<file path="config.mk">
export PLATFORM = sky130hd
export DESIGN_NAME = fbsc_plane
export DESIGN_NICKNAME = d
export VERILOG_FILES = /design/src/hw/rtl/fbsc_pkg.sv /design/src/hw/rtl/fbsc_plane.sv
export SDC_FILE = /design/constraint.sdc
export NUM_CORES = 2
export LEC_CHECK = 0
export ABC_AREA = 1
export BUFFER_PORTS_ARGS = -buffer_cell sky130_fd_sc_hd__buf_2
export CAP_MARGIN = 30
export CORE_ASPECT_RATIO = 0.75
export CORE_MARGIN = 1
export CORE_UTILIZATION = 40
export DETAILED_ROUTE_END_ITERATION = 10
export GPL_ROUTABILITY_DRIVEN = 0
export SKIP_CTS_REPAIR_TIMING = 1
export SLEW_MARGIN = 0
export SYNTH_ARGS = -nofsm -noshare
export SYNTH_HDL_FRONTEND = slang
export SYNTH_SLANG_ARGS = --single-unit
export TNS_END_PERCENT = 20
</file>
<file path="constraint.sdc">
create_clock -name clk -period 6.5 [get_ports clk]
set_clock_uncertainty 0.05 [all_clocks]
set_input_delay 0.325 -clock clk [delete_from_list [all_inputs] [get_ports clk]]
set_output_delay 0.325 -clock clk [all_outputs]
set_load 0.02 [all_outputs]
</file>
<file path="src/hw/rtl/fbsc_pkg.sv">
// Shared types and constants of the frustum box and sphere culler.
`timescale 1ns / 1ps

package fbsc_pkg;

  localparam int PLANE_COUNT = 6;
  localparam int COORD_W     = 16;
  localparam int EXT_W       = 15;
  localparam int FRAC_W      = 14;
  localparam int REG_W       = 64;
  localparam int INDEX_W     = 3;
  localparam int PROD_W      = 2 * COORD_W;       // signed n * c
  localparam int MAG_W       = COORD_W + EXT_W;   // unsigned |n| * h
  localparam int DIST_W      = PROD_W + 2;        // three products plus offset
  localparam int RAD_W       = MAG_W + 2;         // three magnitudes
  localparam int EDGE_W      = DIST_W + 1;        // dist +/- radius

  // Register indexes
  localparam logic [INDEX_W-1:0] REG_NEAR   = 3'd0;
  localparam logic [INDEX_W-1:0] REG_FAR    = 3'd1;
  localparam logic [INDEX_W-1:0] REG_LEFT   = 3'd2;
  localparam logic [INDEX_W-1:0] REG_RIGHT  = 3'd3;
  localparam logic [INDEX_W-1:0] REG_TOP    = 3'd4;
  localparam logic [INDEX_W-1:0] REG_BOTTOM = 3'd5;

  // Planes that skip_depth leaves out: near and far
  localparam logic [PLANE_COUNT-1:0] DEPTH_MASK = 6'b000011;

  typedef struct packed {
    logic signed [COORD_W-1:0] d;
    logic signed [COORD_W-1:0] nz;
    logic signed [COORD_W-1:0] ny;
    logic signed [COORD_W-1:0] nx;
  } plane_t;

  typedef enum logic [1:0] {
    CLS_OUTSIDE    = 2'd0,
    CLS_INTERSECTS = 2'd1,
    CLS_INSIDE     = 2'd2
  } cls_t;

  typedef enum logic {
    FUNC_BOX    = 1'b0,
    FUNC_SPHERE = 1'b1
  } func_t;

  typedef struct packed {
    logic en1;
    logic en2;
    logic en3;
  } stage_en_t;

endpackage

</file>
<file path="src/hw/rtl/fbsc_plane.sv">
// One plane lane: products, distance and radius sums, sign tests.
`timescale 1ns / 1ps

module fbsc_plane (
  input  logic                                clk,
  input  fbsc_pkg::stage_en_t                 en,
  input  fbsc_pkg::plane_t                    plane,
  input  logic signed [fbsc_pkg::COORD_W-1:0] center_x,
  input  logic signed [fbsc_pkg::COORD_W-1:0] center_y,
  input  logic signed [fbsc_pkg::COORD_W-1:0] center_z,
  input  logic        [fbsc_pkg::EXT_W-1:0]   half_x,
  input  logic        [fbsc_pkg::EXT_W-1:0]   half_y,
  input  logic        [fbsc_pkg::EXT_W-1:0]   half_z,
  input  logic                                sphere_s1,
  input  logic        [fbsc_pkg::EXT_W-1:0]   radius_s1,
  output logic                                outside,
  output logic                                crossing
);

  localparam int CW = fbsc_pkg::COORD_W;
  localparam int PW = fbsc_pkg::PROD_W;
  localparam int MW = fbsc_pkg::MAG_W;
  localparam int DW = fbsc_pkg::DIST_W;
  localparam int RW = fbsc_pkg::RAD_W;
  localparam int EW = fbsc_pkg::EDGE_W;
  localparam int FW = fbsc_pkg::FRAC_W;

  logic [CW-1:0] mag_x, mag_y, mag_z;

  // stage 1
  logic signed [PW-1:0] prod_x, prod_y, prod_z;
  logic        [MW-1:0] ext_x, ext_y, ext_z;
  logic signed [CW-1:0] ofs;
  // stage 2
  logic signed [DW-1:0] distance;
  logic        [RW-1:0] rad;
  logic signed [DW-1:0] distance_next;
  logic        [RW-1:0] rad_next;
  // stage 3 sums
  logic signed [EW-1:0] near_edge, far_edge;

  // -2.0 has magnitude 32768, which still fits unsigned
  always_comb begin
    mag_x = plane.nx[CW-1] ? (~plane.nx + CW'(1)) : plane.nx;
    mag_y = plane.ny[CW-1] ? (~plane.ny + CW'(1)) : plane.ny;
    mag_z = plane.nz[CW-1] ? (~plane.nz + CW'(1)) : plane.nz;
  end

  always_ff @(posedge clk) begin
    if (en.en1) begin
      prod_x <= plane.nx * center_x;
      prod_y <= plane.ny * center_y;
      prod_z <= plane.nz * center_z;
      ext_x  <= mag_x * half_x;
      ext_y  <= mag_y * half_y;
      ext_z  <= mag_z * half_z;
      ofs    <= plane.d;
    end
  end

  always_comb begin
    distance_next = {{(DW-PW){prod_x[PW-1]}}, prod_x}
                  + {{(DW-PW){prod_y[PW-1]}}, prod_y}
                  + {{(DW-PW){prod_z[PW-1]}}, prod_z}
                  + {{(DW-CW-FW){ofs[CW-1]}}, ofs, {FW{1'b0}}};
    if (sphere_s1) begin
      rad_next = {{(RW-fbsc_pkg::EXT_W-FW){1'b0}}, radius_s1, {FW{1'b0}}};
    end else begin
      rad_next = {{(RW-MW){1'b0}}, ext_x} + {{(RW-MW){1'b0}}, ext_y}
               + {{(RW-MW){1'b0}}, ext_z};
    end
  end

  always_ff @(posedge clk) begin
    if (en.en2) begin
      distance <= distance_next;
      rad      <= rad_next;
    end
  end

  always_comb begin
    near_edge = {distance[DW-1], distance} + {{(EW-RW){1'b0}}, rad};
    far_edge  = {distance[DW-1], distance} - {{(EW-RW){1'b0}}, rad};
  end

  always_ff @(posedge clk) begin
    if (en.en3) begin
      outside  <= near_edge[EW-1];
      crossing <= far_edge[EW-1];
    end
  end

endmodule

</file>
==> reports/results.ini <==
[finish]
num-fill-cells = 18100
drive_above_1_share = 0.0673
register_area_um2 = 8230
syn2layout_area_growth_pct = 9.55
multiInputGateArea_um2 = 54900
fin_nets = 11800
stdcell_count = 12000

[clock_network]
numCtsBuffers = 31
clk_latency_ns = 0.62
path_clk_slew_ns = 0.06
cts_tree = done
cts_sinks = 274
cts_max_path_buffers = 3
htree_levels = 1
cts_root_buffer = clkbuf_16

[synthesis]
netlist_area_um2 = 73200
yosysUniqueCellTypes = 47
ys_warn_count = 0
syn_inst = 9198
yosysTopAreaCell = fa_1
synthArstFlopShare = 0
synthTopCellsByArea = fa_1 (39%), inv_1 (12%), ha_1 (11%)
syn_nets = 11500
synth_ff_type = edfxtp_1
yosysSeqAreaShare = 0.112
ys_seq_elements = 274
synth_top_area_share = 0.385
synth_edf_count = 274
syn_area_per_cell_um2 = 7.96

[setup_path]
end_kind = register
critPathMostFrequentCell = inv_1
cp_max_fo = 7
crit_path_top_delay_cell = fa_1
cp.required_ns = 6.78
critical_path.top_delay_family = adder cells
arrival_ns = 6.41
cp_num_buf_inv = 9
startpoint_type = input port
r2r_setup_slack_ns = 2.97
critPathMaxStageDelay_ns = 0.53
crit_type = in -> reg

[sta]
fmax_mhz = 163
setup_violations = 0
max-slew-margin-rel = 0.272
worstMarginPinSlew_ns = 1.09
post-route-period-util = 0.942
finalMaxSlewViolations = 0
final_hold_viol_count = 0
rsz0062_at_grt = false
finalCriticalPeriod_ns = 6.12

[floorplan]
num_rows = 135
die_area_um2 = 185000
chipWidth_um = 496
dieHeight_um = 373
io_pins = 179
coreArea_um2 = 181000
start_util = 0.404

[worst_hold_path]
hp-class = in -> reg

[global_routing]
antenna_found_initial = 22
grt_usage = 0.235
overflow = 0
grt_max_degree = 166
grt_pass1_wl_mm = 337
grt_pass1_vias = 61100

[drt]
drt_iter0_markers = 5233
viasPerCell = 4.97
dr_total_vias = 59500
drc_errors = 0
routedWlPerCell_um = 17.8
wirelength_mm = 213
dr.pass1.iters = 8
drtAntennaViolNets = 0

[job]
max_cap_violations = 0

[place]
portBuffers = 178
hpwl_mm = 186
place_inst = 11900

[status]
status = completed

## layer usage
metal	track usage	vias to the layer above	part of all wire
met5	0	-	0
met4	0.0571	0	0.026
met3	0.0593	255	0.10
met2	0.356	2442	0.43
met1	0.336	29000	0.44
li1	-	27800	-
## cell usage after synthesis (8+ instances only)
cell / number
xor2_1: 126
nand3_1: 289
o21a_1: 20
nor4_1: 13
o211ai_1: 8
buf_1: 9
nand2_2: 8
a21o_1: 23
inv_1: 2410
a21boi_0: 9
ha_1: 672
nand2_1: 2193
edfxtp_1: 274
xnor2_1: 32
and2_1: 9
a21oi_1: 313
fa_1: 1410
nor2_1: 735
clkinv_1: 24
nand4_1: 74
nor3_1: 70
o21ai_0: 139
or2_2: 13
o21bai_1: 33
buf_2: 10
clkbuf_1: 235
nand3b_1: 15
## cell usage in the layout (no fill, tap or decap), drive strengths merged, types with 4 or more instances in the layout
cell / synthesis / layout
nor2: 737 / 737
buf: 20 / 549
nand3b: 15 / 15
a21boi: 10 / 10
a21oi: 313 / 313
ha: 672 / 672
diode: 0 / 13
nor3: 72 / 72
o21a: 20 / 20
clkbuf: 235 / 34
o21bai: 33 / 33
and2: 9 / 9
nand2: 2201 / 2201
o21ai: 144 / 144
xnor2: 32 / 32
or2: 13 / 13
a21o: 23 / 23
bufinv: 0 / 4
o211ai: 8 / 8
edfxtp: 274 / 274
xor2: 130 / 130
fa: 1410 / 1410
nor4: 13 / 13
inv: 2417 / 2423
nand3: 291 / 291
dlygate4sd3: 0 / 17
nand4: 75 / 75
clkinv: 24 / 35
## worst min-delay path: cells and delay by family
| kind | cells | cell delay (ns) |
|---|---|---|
| buffers and inverters | 2 | 0.19 |
| AND/OR/NAND/NOR | 1 | 0.07 |
## flip-flops by register name, indices dropped and copies added, names as in the netlist
name / cells
crossing: 1
distance: 34
ext_x: 31
ext_y: 31
ext_z: 31
ofs: 16
outside: 1
prod_x: 32
prod_y: 32
prod_z: 32
rad: 33
## through the flow
stage                util  worst slack, ns  cell area, um2  hold WS (ns)  TNS, ns
CTS                 0.442            0.264           80000        -0.205        0
detailed placement  0.436           -0.345           79000         0.454    -4.95
finish              0.443            0.378           80200        0.0605        0
floorplan               -           0.0621           73200         0.374        0
global placement    0.436           -0.223           79000         0.455    -2.34
global route        0.443          0.00396           80200        0.0565        0
## path summary, 6_finish.rpt
path                       endpoint                  from  cells past startpoint
min              ext_x[0]$_DFFE_PP_             half_x[0]                      3
max reg2reg  distance[30]$_DFFE_PP_  prod_x[19]$_DFFE_PP_                     11
max             ext_y[29]$_DFFE_PP_             plane[22]                     29
min reg2reg   distance[1]$_DFFE_PP_   prod_z[1]$_DFFE_PP_                      2
## final cells by class
type	instances	share of cell area
Tap cell	2397	0.0374
Clock buffer	33	0.00976
Antenna cell	13	0.000405
Timing Repair Buffer	567	0.0488
Multi-Input combinational cell	6228	0.684
Sequential cell	274	0.103
Inverter	2441	0.114
Clock inverter	22	0.00292
## kinds of logic after synthesis
family / Yosys count / share of synthesized area
AO/OA/AOI/OAI: 555 / 0.0415
XOR/XNOR: 162 / 0.0199
adder cells (fa/ha/maj): 2082 / 0.500
buffers and inverters: 2696 / 0.138
flip-flops: 274 / 0.112
AND/OR/NAND/NOR: 3429 / 0.188
Power is left out: the tool's default activity adds up to more than one toggle a clock period on the data nets, which glitch-free logic cannot reach.
